<file path="config.mk">
export PLATFORM = sky130hd
export DESIGN_NAME = rwph_mulmod
export DESIGN_NICKNAME = d
export VERILOG_FILES = /design/src/sv/rwph_pkg.sv /design/src/sv/rwph_mulmod.sv
export SDC_FILE = /design/constraint.sdc
export NUM_CORES = 2
export LEC_CHECK = 0
export BUFFER_PORTS_ARGS = -buffer_cell sky130_fd_sc_hd__clkbuf_2
export CORE_MARGIN = 2
export CORE_UTILIZATION = 30
export DETAILED_ROUTE_END_ITERATION = 6
export MAX_ROUTING_LAYER = met4
export PLACE_DENSITY_LB_ADDON = 0.08
export SLEW_MARGIN = 25
export SYNTH_ARGS = -nofsm -noshare
export SYNTH_HDL_FRONTEND = slang
export SYNTH_SLANG_ARGS = --single-unit
</file>
<file path="constraint.sdc">
create_clock -name clk -period 18 [get_ports clk]
set_clock_uncertainty 0.05 [all_clocks]
set_input_delay 3.6 -clock clk [delete_from_list [all_inputs] [get_ports clk]]
set_output_delay 3.6 -clock clk [all_outputs]
set_load 0.01 [all_outputs]
</file>
<file path="src/sv/rwph_pkg.sv">
// ----------------------------------------------------------------------------
// rwph_pkg: shared types and constants for the rolling window hash
// Hash base and prime, Barrett reduction constant, beat payloads, register
// map and the request/response bundle of the modular multiply unit.
// ----------------------------------------------------------------------------
package rwph_pkg;

  localparam int SYM_W  = 8;
  localparam int HASH_W = 30;
  localparam int POS_W  = 16;
  localparam int WLEN_W = 12;
  localparam int ADDR_W = 3;
  localparam int DATA_W = 32;

  localparam logic [HASH_W-1:0] HASH_BASE  = 30'd957123577;
  localparam logic [HASH_W-1:0] HASH_PRIME = 30'd1025434309;

  // floor(2^60 / prime), fits in 31 bits since the prime exceeds 2^29
  localparam logic [63:0] BARRETT_MU_FULL = 64'h1000_0000_0000_0000 / 64'd1025434309;
  localparam logic [31:0] BARRETT_MU      = BARRETT_MU_FULL[31:0];

  // register index, taken from paddr bit 2 (byte address 4*i)
  typedef enum logic {
    REG_WINDOW_LENGTH = 1'b0,
    REG_TOP_POWER     = 1'b1
  } reg_idx_t;

  typedef struct packed {
    logic [SYM_W-1:0] symbol;
    logic             start_flag;
  } in_beat_t;

  typedef struct packed {
    logic [HASH_W-1:0] hash_value;
    logic [POS_W-1:0]  end_position;
  } out_beat_t;

  typedef struct packed {
    logic              start;
    logic [HASH_W-1:0] a;
    logic [HASH_W-1:0] b;
  } mm_req_t;

  typedef struct packed {
    logic              done;
    logic [HASH_W-1:0] result;
  } mm_rsp_t;

endpackage

</file>
<file path="src/sv/rwph_mulmod.sv">
// ----------------------------------------------------------------------------
// rwph_mulmod: iterative modular multiplier
// Computes a*b mod prime with one shared 32x32 multiplier and Barrett
// reduction: product, quotient estimate, quotient times prime, subtract,
// then one or two conditional subtractions of the prime.
// ----------------------------------------------------------------------------
module rwph_mulmod (
  input  logic             clk,
  input  logic             rst,
  input  rwph_pkg::mm_req_t req,
  output rwph_pkg::mm_rsp_t rsp
);

  import rwph_pkg::*;

  typedef enum logic [2:0] {
    MM_IDLE,
    MM_QEST,
    MM_QM,
    MM_SUB,
    MM_FIX
  } mm_state_t;

  mm_state_t   state;
  logic [63:0] prod;
  logic [31:0] p_low;
  logic [31:0] rem;

  logic [31:0] mul_a;
  logic [31:0] mul_b;
  logic [63:0] product;
  logic        rem_ok;

  // select operands of the shared multiplier by step
  always_comb begin
    case (state)
      MM_IDLE: begin
        mul_a = {2'b00, req.a};
        mul_b = {2'b00, req.b};
      end
      MM_QEST: begin
        mul_a = prod[60:29];
        mul_b = BARRETT_MU;
      end
      MM_QM: begin
        mul_a = prod[62:31];
        mul_b = {2'b00, HASH_PRIME};
      end
      default: begin
        mul_a = '0;
        mul_b = '0;
      end
    endcase
  end

  assign product = {32'd0, mul_a} * {32'd0, mul_b};
  assign rem_ok  = (rem < {2'b00, HASH_PRIME});

  assign rsp.done   = (state == MM_FIX) && rem_ok;
  assign rsp.result = rem[HASH_W-1:0];

  // sequence the reduction steps
  always_ff @(posedge clk) begin
    if (rst) begin
      state <= MM_IDLE;
    end else begin
      case (state)
        MM_IDLE: begin
          if (req.start) begin
            prod  <= product;
            state <= MM_QEST;
          end
        end
        MM_QEST: begin
          p_low <= prod[31:0];
          prod  <= product;
          state <= MM_QM;
        end
        MM_QM: begin
          prod  <= product;
          state <= MM_SUB;
        end
        MM_SUB: begin
          // remainder is below three primes, so 32 bits hold it
          rem   <= p_low - prod[31:0];
          state <= MM_FIX;
        end
        MM_FIX: begin
          if (!rem_ok) begin
            rem <= rem - {2'b00, HASH_PRIME};
          end else begin
            state <= MM_IDLE;
          end
        end
        default: begin
          state <= MM_IDLE;
        end
      endcase
    end
  end

endmodule

</file>
==> results.toml <==
[outcome]
outcome = "complete, no violations"

[sta]
setup_violations = 0
rsz0062_at_grt = "no"
period_minus_slack_ns = 12.29
fin_ws_ns = 5.71
finalSetupTns_ns = 0
slew_violations = 0
post-route-period-util_pct = 68.3
tightest_slew_ns = 1.06
hold_slack_ns = 0.403
slew_headroom_pct = 28.9
report.final.hold_viol_count = 0
fmax_mhz = 81.4

[global_routing]
grt_start_max_net_pins = 60
grt_pass1_wl_mm = 218
antenna_found_initial = 5
grt_pass1_vias = 31300
gr-usage-all-layers_pct = 23.6
gr-total-overflow = 0

[routing]
drt_wl_total_mm = 148
wl_per_cell_um = 24.7
vias = 29000
first_iter_violations = 1918
viasPerCell = 4.86
ant_nets = 0
first_pass_iters = 5
drcViolationCount = 0

[synthesis]
synth_cell_types = 74
async_reset_ff_share_pct = 0
yosysTopAreaCell = "fa_1"
synth.avg_cell_area_sq_um = 8.95
synth.top_cell.area_share_pct = 44.8
synth-edff-count = 127
ys_ff_latch = 130
ys.flop_type = "edfxtp_1"
synthTopCellsByArea = "fa_1, edfxtp_1, ha_1"
netlist_area_sq_mm = 0.0388
synth_warnings = 0
netlist_instances = 4332
yosysSeqAreaShare_pct = 9.99

[setup_path]
crit_type = "in -> reg"
crit_fanout = 12
endpoint_kind = "flop"
crit_required_ns = 18.16
arrival_ns = 12.44
ff2ff_setup_slack_ns = 7.61
start_kind = "primary input"

[placed_design]
gp_congestion = 0.895
placed_area_sq_mm = 0.0411
place_ws_ns = 5.18
dpl.hpwl_mm = 122
portBuffers = 93

[flow_run]
drv_cap = 0

[clock_network]
holdBufCountCts = 0
cts_setup_buffers = 0
numCtsBuffers = 17
cts_tree = "yes"
h-tree-depth = 4
clk_pin_slew_ns = 0.07
cts.path.max_buffers = 2
worstSkewPairLatency_ns = 0.46
cts_num_sinks = 130
cts_root_buf = "clkbuf_16"
cts-resized-gates = 0

[layout]
final_common_cell = "fa_1"
drive_gt1_share_pct = 6.74
fillCellCount = 13600
final_cell_mix = "fa_1, inv_1, nor2_1, nand2_1, ha_1"
syn_to_final_growth_pct = 7.71
finalNetCount = 5508
post-route-cell-area_sq_mm = 0.0418

[die]
start_util_pct = 30.3
boundaryPins = 94
core_area_sq_mm = 0.128
die_y_um = 363
row_count = 131
dieArea_sq_mm = 0.132
die_w_um = 363

[hold_path]
holdCritPathClass = "reg -> reg"
layer usage:
layer	vias up	track usage, %	routed length [um]
met2	636	39.7	73300
met1	15300	31.3	66200
li1	13000	-	-
met3	100	2.07	5620
met4	0	3.82	2380
met5	-	-	0
path summary, 6_finish.rpt:
path | from | to | cells after the start
worst max register to register | state[1] | prod[62] | 23
worst min register to register | prod[14] | p_low[14] | 0
worst max-delay path | req[39] | prod[62] | 24
worst min-delay path | prod[14] | p_low[14] | 0
registers in the layout, summed over array words and instances, names as in the netlist:
register / count
p_low: 32
prod: 63
rem: 32
state: 3
through the flow:
stage / cells / util (%)
final: 5967 / 32.7
after global routing: 5965 / 32.7
after CTS: 5964 / 32.6
after detailed placement: 5932 / 32.2
after global placement: 5932 / 32.2
after floorplan: 4346 / -
synthesized netlist by cell type, types with 17 or more instances:
| cell | n |
|---|---|
| nand4_1 | 17 |
| xnor2_1 | 60 |
| nor3_1 | 18 |
| fa_1 | 867 |
| nor2b_1 | 36 |
| nand2b_1 | 43 |
| inv_1 | 859 |
| a21oi_1 | 124 |
| clkbuf_1 | 207 |
| and3_1 | 45 |
| xor2_1 | 53 |
| nand2_1 | 545 |
| o21ai_0 | 104 |
| edfxtp_1 | 127 |
| mux2i_1 | 37 |
| o21a_1 | 21 |
| buf_4 | 31 |
| nand3_1 | 31 |
| ha_1 | 288 |
| a21o_1 | 47 |
| nor2_1 | 583 |
area by class of cell:
| cell class | instances | area (sq um) | share of cell area [%] |
|---|---|---|---|
| Sequential cell | 130 | 3880 | 9.29 |
| Antenna cell | 2 | 5.00 | 0.0120 |
| Clock inverter | 15 | 183 | 0.437 |
| Multi-Input combinational cell | 3092 | 30800 | 73.7 |
| Tap cell | 1662 | 2080 | 4.98 |
| Clock buffer | 17 | 425 | 1.02 |
| Timing Repair Buffer | 190 | 1210 | 2.89 |
| Inverter | 859 | 3220 | 7.72 |
cells by family (layout without fill, tap and decap cells):
| logic type | after synthesis | in the layout | share of synthesized area [%] |
|---|---|---|---|
| buffers and inverters | 1124 | 1081 | 11.2 |
| AOI/OAI and AO/OA | 401 | 401 | 6.46 |
| other | 2 | 18 | 0.0194 |
| muxes | 37 | 37 | 0.955 |
| xor gates and xnor gates | 113 | 113 | 2.55 |
| DFF | 130 | 130 | 9.99 |
| adders and majority gates | 1155 | 1155 | 54.1 |
| and+or+nand+nor | 1370 | 1370 | 14.7 |
critical path, cell delays in order:
cell and delay [ns]:
clkbuf_2 0.09, mux2i_1 0.06, o21ai_0 0.54, nor2b_2 0.84, nand2_1 0.18, fa_1 0.58
inv_1 0.06, fa_1 0.48, fa_1 0.63, fa_1 0.48, fa_1 0.52, fa_1 0.43
fa_1 0.51, fa_1 0.42, ha_1 0.55, a21o_1 0.16, a21o_1 0.11, a21oi_1 0.09
nand3_1 0.10, a21boi_0 0.41, nand2_1 0.44, o41ai_1 0.81, o21ai_1 0.18, xnor2_1 0.15
Power is left out: the tool's default activity adds up to more than one toggle a clock period on the data nets, which glitch-free logic cannot reach.
